==> src/design/char_literal_parser_defines.svh <==
// Assertion macros for the character literal parser top level.
`ifndef CHAR_LITERAL_PARSER_DEFINES_SVH
`define CHAR_LITERAL_PARSER_DEFINES_SVH

// Same-cycle implication, checked out of reset.
`define CLP_ASSERT_NOW(label, ante, cons) \
    label: assert property (@(posedge aclk) disable iff (!aresetn) (ante) |-> (cons)) \
        else $error("char_literal_parser assertion failed");

// Next-cycle implication, checked out of reset.
`define CLP_ASSERT_NEXT(label, ante, cons) \
    label: assert property (@(posedge aclk) disable iff (!aresetn) (ante) |=> (cons)) \
        else $error("char_literal_parser assertion failed");

`endif

==> src/design/clp_pkg.sv <==
// Types, character constants and decode functions for the character literal parser.
package clp_pkg;

    localparam logic [7:0] CH_QUOTE  = 8'h27;
    localparam logic [7:0] CH_DOLLAR = 8'h24;
    localparam logic [7:0] CH_NUL    = 8'h00;
    localparam logic [7:0] CH_C      = 8'h43;
    localparam logic [7:0] CH_H      = 8'h48;
    localparam logic [7:0] CH_A      = 8'h41;
    localparam logic [7:0] CH_R      = 8'h52;
    localparam logic [7:0] CH_HASH   = 8'h23;
    localparam logic [7:0] CH_L      = 8'h4C;
    localparam logic [7:0] CH_N      = 8'h4E;
    localparam logic [7:0] CH_P      = 8'h50;
    localparam logic [7:0] CH_T      = 8'h54;
    localparam logic [7:0] CH_LF     = 8'h0A;
    localparam logic [7:0] CH_FF     = 8'h0C;
    localparam logic [7:0] CH_CR     = 8'h0D;
    localparam logic [7:0] CH_TAB    = 8'h09;

    localparam logic [3:0] COUNT_MAX = 4'd15;
    localparam logic [3:0] PREFIX_LAST = 4'd5;

    typedef enum logic [3:0] {
        PH_IDLE        = 4'd0,
        PH_PREFIX      = 4'd1,
        PH_BODY        = 4'd2,
        PH_PLAIN_CLOSE = 4'd3,
        PH_ESC_SYM     = 4'd4,
        PH_ESC_SECOND  = 4'd5,
        PH_HEX_CLOSE   = 4'd6
    } phase_t;

    typedef struct packed {
        logic       start_req;
        logic [7:0] char_byte;
    } in_beat_t;

    typedef struct packed {
        logic       status;
        logic [7:0] char_value;
        logic [3:0] consumed;
    } out_beat_t;

    typedef struct packed {
        phase_t     phase;
        logic [7:0] held_symbol;
        logic [3:0] byte_count;
    } clp_state_t;

    function automatic logic [7:0] prefix_char(input logic [3:0] idx);
        logic [7:0] c;
        case (idx)
            4'd0:    c = CH_C;
            4'd1:    c = CH_H;
            4'd2:    c = CH_A;
            4'd3:    c = CH_R;
            4'd4:    c = CH_HASH;
            4'd5:    c = CH_QUOTE;
            default: c = CH_NUL;
        endcase
        return c;
    endfunction

    function automatic logic is_hex(input logic [7:0] c);
        return ((c >= 8'h30) && (c <= 8'h39)) || ((c >= 8'h61) && (c <= 8'h66))
            || ((c >= 8'h41) && (c <= 8'h46));
    endfunction

    function automatic logic [3:0] hex_val(input logic [7:0] c);
        logic [7:0] v;
        if ((c >= 8'h30) && (c <= 8'h39)) begin
            v = c - 8'h30;
        end else if ((c >= 8'h61) && (c <= 8'h66)) begin
            v = c - 8'h57;
        end else if ((c >= 8'h41) && (c <= 8'h46)) begin
            v = c - 8'h37;
        end else begin
            v = 8'h00;
        end
        return v[3:0];
    endfunction

endpackage

==> src/design/clp_step.sv <==
// Per-byte next-state and result decode of the character literal parser.
module clp_step (
    input  clp_pkg::in_beat_t   beat,
    input  clp_pkg::clp_state_t cur,
    output clp_pkg::clp_state_t nxt,
    output logic                has_result,
    output clp_pkg::out_beat_t  result
);
    import clp_pkg::*;

    logic [3:0] count_inc;
    logic [3:0] prefix_idx;
    logic [7:0] sym_upper;
    logic       emit;
    logic       err;
    logic [7:0] val;

    always_comb begin
        count_inc  = (cur.byte_count < COUNT_MAX) ? cur.byte_count + 4'd1 : cur.byte_count;
        prefix_idx = count_inc - 4'd1;
        sym_upper  = ((cur.held_symbol >= 8'h61) && (cur.held_symbol <= 8'h7A))
                   ? cur.held_symbol - 8'h20 : cur.held_symbol;
        nxt  = cur;
        emit = 1'b0;
        err  = 1'b0;
        val  = 8'h00;
        if (beat.start_req) begin
            nxt.byte_count  = 4'd1;
            nxt.held_symbol = 8'h00;
            if (beat.char_byte == CH_QUOTE) begin
                nxt.phase = PH_BODY;
            end else if (beat.char_byte == CH_C) begin
                nxt.phase = PH_PREFIX;
            end else begin
                emit = 1'b1;
                err  = 1'b1;
            end
        end else if (cur.phase != PH_IDLE) begin
            nxt.byte_count = count_inc;
            if (beat.char_byte == CH_NUL) begin
                emit = 1'b1;
                err  = 1'b1;
            end else begin
                case (cur.phase)
                    PH_PREFIX: begin
                        if (prefix_idx > PREFIX_LAST
                            || beat.char_byte != prefix_char(prefix_idx)) begin
                            emit = 1'b1;
                            err  = 1'b1;
                        end else if (prefix_idx == PREFIX_LAST) begin
                            nxt.phase = PH_BODY;
                        end
                    end
                    PH_BODY: begin
                        if (beat.char_byte == CH_QUOTE) begin
                            emit = 1'b1;
                        end else if (beat.char_byte == CH_DOLLAR) begin
                            nxt.phase = PH_ESC_SYM;
                        end else begin
                            nxt.held_symbol = beat.char_byte;
                            nxt.phase       = PH_PLAIN_CLOSE;
                        end
                    end
                    PH_PLAIN_CLOSE, PH_HEX_CLOSE: begin
                        emit = 1'b1;
                        err  = (beat.char_byte != CH_QUOTE);
                        val  = cur.held_symbol;
                    end
                    PH_ESC_SYM: begin
                        nxt.held_symbol = beat.char_byte;
                        nxt.phase       = PH_ESC_SECOND;
                    end
                    PH_ESC_SECOND: begin
                        if (beat.char_byte == CH_QUOTE) begin
                            emit = 1'b1;
                            case (sym_upper)
                                CH_DOLLAR: val = CH_DOLLAR;
                                CH_QUOTE:  val = CH_QUOTE;
                                CH_L:      val = CH_LF;
                                CH_N:      val = CH_LF;
                                CH_P:      val = CH_FF;
                                CH_R:      val = CH_CR;
                                CH_T:      val = CH_TAB;
                                default:   err = 1'b1;
                            endcase
                        end else if (is_hex(cur.held_symbol) && is_hex(beat.char_byte)) begin
                            nxt.held_symbol = {hex_val(cur.held_symbol), hex_val(beat.char_byte)};
                            nxt.phase       = PH_HEX_CLOSE;
                        end else begin
                            emit = 1'b1;
                            err  = 1'b1;
                        end
                    end
                    default: begin
                        emit = 1'b1;
                        err  = 1'b1;
                    end
                endcase
            end
        end
        if (emit) begin
            nxt.phase = PH_IDLE;
        end
        has_result        = emit;
        result.status     = err;
        result.char_value = err ? 8'h00 : val;
        result.consumed   = err ? 4'd0 : nxt.byte_count;
    end

endmodule

==> src/design/char_literal_parser.sv <==
// Top level of the character literal parser: input register, parser state and result register.
// Takes one byte of literal text per beat and emits one result beat (status, decoded value,
// bytes consumed) when a literal closes or a byte breaks it. Each byte is held in the input
// register and decoded against the parser state combinationally, so a new byte is accepted
// every cycle; a stalled result only holds the input side when the waiting byte would
// itself produce a result. Bytes that arrive while no literal is open are dropped without a
// result, and a start_req beat drops any open literal without a result.
`include "char_literal_parser_defines.svh"

module char_literal_parser (
    input  logic               aclk,
    input  logic               aresetn,
    input  logic               s_valid,
    output logic               s_ready,
    input  clp_pkg::in_beat_t  s_payload,
    output logic               m_valid,
    input  logic               m_ready,
    output clp_pkg::out_beat_t m_payload
);
    import clp_pkg::*;

    logic       in_valid_reg;
    in_beat_t   in_beat_reg;
    clp_state_t state_reg;
    clp_state_t state_next;
    logic       out_valid_reg;
    out_beat_t  out_beat_reg;
    logic       has_result;
    out_beat_t  result;
    logic       advance;
    logic       out_ok;
    logic       out_err;
    logic [3:0] out_count;
    logic       blocked;

    clp_step u_step (
        .beat       (in_beat_reg),
        .cur        (state_reg),
        .nxt        (state_next),
        .has_result (has_result),
        .result     (result)
    );

    assign advance = in_valid_reg && (!has_result || !out_valid_reg || m_ready);
    assign s_ready = !in_valid_reg || advance;
    assign m_valid = out_valid_reg;
    assign m_payload = out_beat_reg;

    assign out_ok    = m_valid && !m_payload.status;
    assign out_err   = m_valid && m_payload.status;
    assign out_count = m_payload.consumed;
    assign blocked   = in_valid_reg && !advance;

    always_ff @(posedge aclk) begin
        if (!aresetn) begin
            in_valid_reg          <= 1'b0;
            out_valid_reg         <= 1'b0;
            state_reg.phase       <= PH_IDLE;
            state_reg.held_symbol <= 8'h00;
            state_reg.byte_count  <= 4'd0;
        end else begin
            if (s_valid && s_ready) begin
                in_valid_reg <= 1'b1;
                in_beat_reg  <= s_payload;
            end else if (advance) begin
                in_valid_reg <= 1'b0;
            end
            if (advance) begin
                state_reg <= state_next;
            end
            if (advance && has_result) begin
                out_valid_reg <= 1'b1;
                out_beat_reg  <= result;
            end else if (m_ready) begin
                out_valid_reg <= 1'b0;
            end
        end
    end

    `CLP_ASSERT_NOW(a_ok_count_range, out_ok, (out_count >= 4'd2) && (out_count <= 4'd10))
    `CLP_ASSERT_NOW(a_err_zeroed, out_err, (m_payload.char_value == 8'h00) && (out_count == 4'd0))
    `CLP_ASSERT_NEXT(a_idle_after_result, advance && has_result, state_reg.phase == PH_IDLE)
    `CLP_ASSERT_NOW(a_count_when_busy, state_reg.phase != PH_IDLE, state_reg.byte_count != 4'd0)
    `CLP_ASSERT_NEXT(a_hold_blocked_byte, blocked, in_valid_reg && $stable(in_beat_reg))

endmodule
==> config.mk <==
export PLATFORM = sky130hd
export DESIGN_NAME = char_literal_parser
export DESIGN_NICKNAME = d
export VERILOG_FILES = /design/src/design/clp_pkg.sv /design/src/design/clp_step.sv /design/src/design/char_literal_parser.sv
export VERILOG_INCLUDE_DIRS = /design/src /design/src/design
export SDC_FILE = /design/constraint.sdc
export NUM_CORES = 1
export LEC_CHECK = 0
export BUFFER_PORTS_ARGS = -buffer_cell sky130_fd_sc_hd__buf_4
export CAP_MARGIN = 15
export CORE_ASPECT_RATIO = 1.4
export CORE_MARGIN = 1.5
export CORE_UTILIZATION = 45
export CTS_CLUSTER_SIZE = 30
export DETAILED_ROUTE_END_ITERATION = 6
export PLACE_DENSITY = 0.62
export RECOVER_POWER = 50
export SYNTH_ARGS = -nofsm -noshare
export SYNTH_HDL_FRONTEND = slang
export SYNTH_SLANG_ARGS = --single-unit
==> constraint.sdc <==
create_clock -name aclk -period 4.3 [get_ports aclk]
set_input_delay 0.645 -clock aclk [delete_from_list [all_inputs] [get_ports aclk]]
set_output_delay 0.645 -clock aclk [all_outputs]
set_load 0.05 [all_outputs]
==> impl_metrics.json <==
{
  "status": "complete, no violations",
  "drv_slew": 0,
  "avgSynthCellArea_um2": 8.85,
  "finalWeightedCongestion": 0.887,
  "skew_ps": 4.56,
  "worst-path-max-fanout": 9,
  "ios": 28,
  "min_period_ps": 3850,
  "p_sw_w": 0.000197,
  "clock_sinks": 39,
  "finalInstanceArea_um2": 3220,
  "synth_top_area_cell": "edfxtp_1",
  "clk_latency_ps": 300,
  "final_cells": 428,
  "relSlewSlack_pct": 39.5,
  "dpl_cell_area_um2": 3190,
  "crit_type": "reg -> out",
  "syn-num-nets": 363,
  "ant_nets": 0,
  "syn_area_um2": 2970,
  "synth_seq_cells": 39,
  "cts_max_level": 2,
  "vias": 2535,
  "syn_inst": 335,
  "hold_depth": 1,
  "wl_per_cell_um": 15.6,
  "drt-total-wl_um": 6660,
  "p_per_area_nw_per_um2": 231,
  "die_y_um": 99.1,
  "die_x_um": 71.6,
  "final-setup-viol-count": 0,
  "final_util_pct": 51.1,
  "maxCapViolCount": 0,
  "fp.coreArea_um2": 6300,
  "area_growth_pct": 8.57,
  "clock_path_buffers": 2,
  "fin_tns_setup_ps": 0,
  "place_inst": 420,
  "portBuffers": 27,
  "critical_path.endpoint_type": "output port",
  "seq_area_frac_synth_pct": 33.8,
  "postCtsResizedCells": 0,
  "route.detailed.drc": 0,
  "p_leak_nw": 1.15,
  "yosysUniqueCellTypes": 66,
  "synth_top_area_share_pct": 22.3,
  "required_ps": 3650,
  "hold_viol": 0,
  "synth_edf_count": 22,
  "start_util_pct": 47.1,
  "cts_hold_buf": 0,
  "cp.arrival_ps": 3210,
  "cts_tree": "yes",
  "largest_reg_flops": 15,
  "rsz0062_at_grt": "false",
  "nets": 383,
  "start_kind": "flip-flop",
  "drt_pass1_iterations": 6,
  "clock.fmax_mhz": 260,
  "r2r_start": "state_reg[0]",
  "crit_path_start": "state_reg[0]",
  "antenna_found_initial": 0,
  "postCtsSetupRepairBufs": 0,
  "holdCritStartpoint": "s_payload[8]",
  "grt_max_degree": 23,
  "post-route-period-util_pct": 89.5,
  "hp-class": "in -> reg",
  "first_iter_violations": 182,
  "viasPerCell": 5.92,
  "clock_power_share_pct": 33.2,
  "pwr-share-seq_pct": 55.6,
  "clkTransAtPathRegs_ps": 80,
  "rows": 34,
  "grt.total_usage_pct": 19.9,
  "drive_gt1_share_pct": 11.5,
  "grt_pass1_wl_um": 11300,
  "comb_power_share_pct": 11.1,
  "dp_hpwl_um": 4950,
  "final_common_cell": "nand2_1",
  "layout_common_cells": "nand2_1 (35), nor2_1 (27), edfxtp_1 (22)",
  "diodes": 0,
  "yosys-top-cells-area": "edfxtp_1 (22%), dfxtp_1 (11%), ha_1 (6.3%), mux2i_1 (5.1%), nand2_1 (4.4%)",
  "tightestPinTransition_ps": 896,
  "reg2reg_depth": 11,
  "design.die.area_um2": 7090,
  "grt-ovfl-total": 0,
  "root_buffer": "clkbuf_8",
  "grt_pass1_vias": 2410,
  "synth_ff_type": "edfxtp_1",
  "ir_worst_vdd_mv": 0.185,
  "power.internal_w": 0.000548,
  "async_flop_share_pct": 0,
  "cts_buffers": 5,
  "p_sw_share_pct": 26.4,
  "ys_warn_count": 0
}
## layout make-up
cell class,count,area (µm²)
Clock inverter,3,20.0
Multi-Input combinational cell,262,1800
Sequential cell,39,1000
Inverter,17,63.8
Fill cell,614,3080
Clock buffer,5,68.8
Timing Repair Buffer,30,173
Tap cell,72,90.1
## metal layers
layer	global-route usage, %	share of wire, %	vias up
met4	8.42	2.3	0
met3	2.86	2.9	14
met2	35.0	52	58
met5	0	0	-
met1	23.8	43	1194
li1	-	-	1269
## power groups by stage
| stage | logic [W] | clock network [W] | registers, W |
|---|---|---|---|
| floorplan | 0.0000587 | 0 | 0.000424 |
| global placement | 0.0000855 | 0 | 0.000422 |
| detailed placement | 0.0000857 | 0 | 0.000423 |
| CTS | 0.0000861 | 0.000253 | 0.000414 |
| global route | 0.0000902 | 0.000269 | 0.000416 |
| finish | 0.0000830 | 0.000247 | 0.000414 |
## worst paths after layout
check | endpoint | slack (ps)
min reg2reg | state_reg[10] | 610
min | in_beat_reg[8] | 540
max | s_ready | 450
max reg2reg | out_count[3] | 640
## stage by stage
step | total power (W) | setup WS, ps | hold WS [ps]
final | 0.000745 | 450 | 542
after CTS | 0.000754 | 483 | 515
after global placement | 0.000508 | 874 | 582
after detailed placement | 0.000508 | 780 | 596
after floorplan | 0.000483 | 792 | 509
after global routing | 0.000775 | 178 | 525
## critical path: stages (launching register included)
cell and delay [ps]:
dfxtp_1 490, inv_1 140, ha_1 420, or3b_1 390, nand3_1 90, nand4b_1 100
nor4_1 400, nor2_2 120, o21ai_2 270, a21oi_1 160, nand2_1 120, buf_4 190
## Yosys cell counts (4+ instances only)
cell and count:
a211o_1 4, a21o_1 4, a21oi_1 15, a31oi_1 4, and2_1 5, buf_2 6, clkbuf_1 7, dfxtp_1 17
edfxtp_1 22, ha_1 15, inv_1 17, mux2i_1 15, nand2_1 35, nand2b_1 7, nand3_1 9, nand3b_1 5
nand4_1 6, nor2_1 27, nor2b_1 10, nor3_1 10, nor3b_1 5, o2111ai_1 4, o21a_1 4, o21ai_0 16
xnor2_1 6
## logic make-up after synthesis
| logic type | after synthesis | synth area share (%) |
|---|---|---|
| DFF | 39 | 33.8 |
| adders and majority gates | 16 | 6.67 |
| AOI/OAI and AO/OA | 83 | 21.2 |
| xor gates and xnor gates | 7 | 2.07 |
| muxes | 15 | 5.06 |
| and+or+nand+nor | 141 | 26.2 |
| buffers and inverters | 34 | 5.06 |
Power figures use the tool's default switching activity.
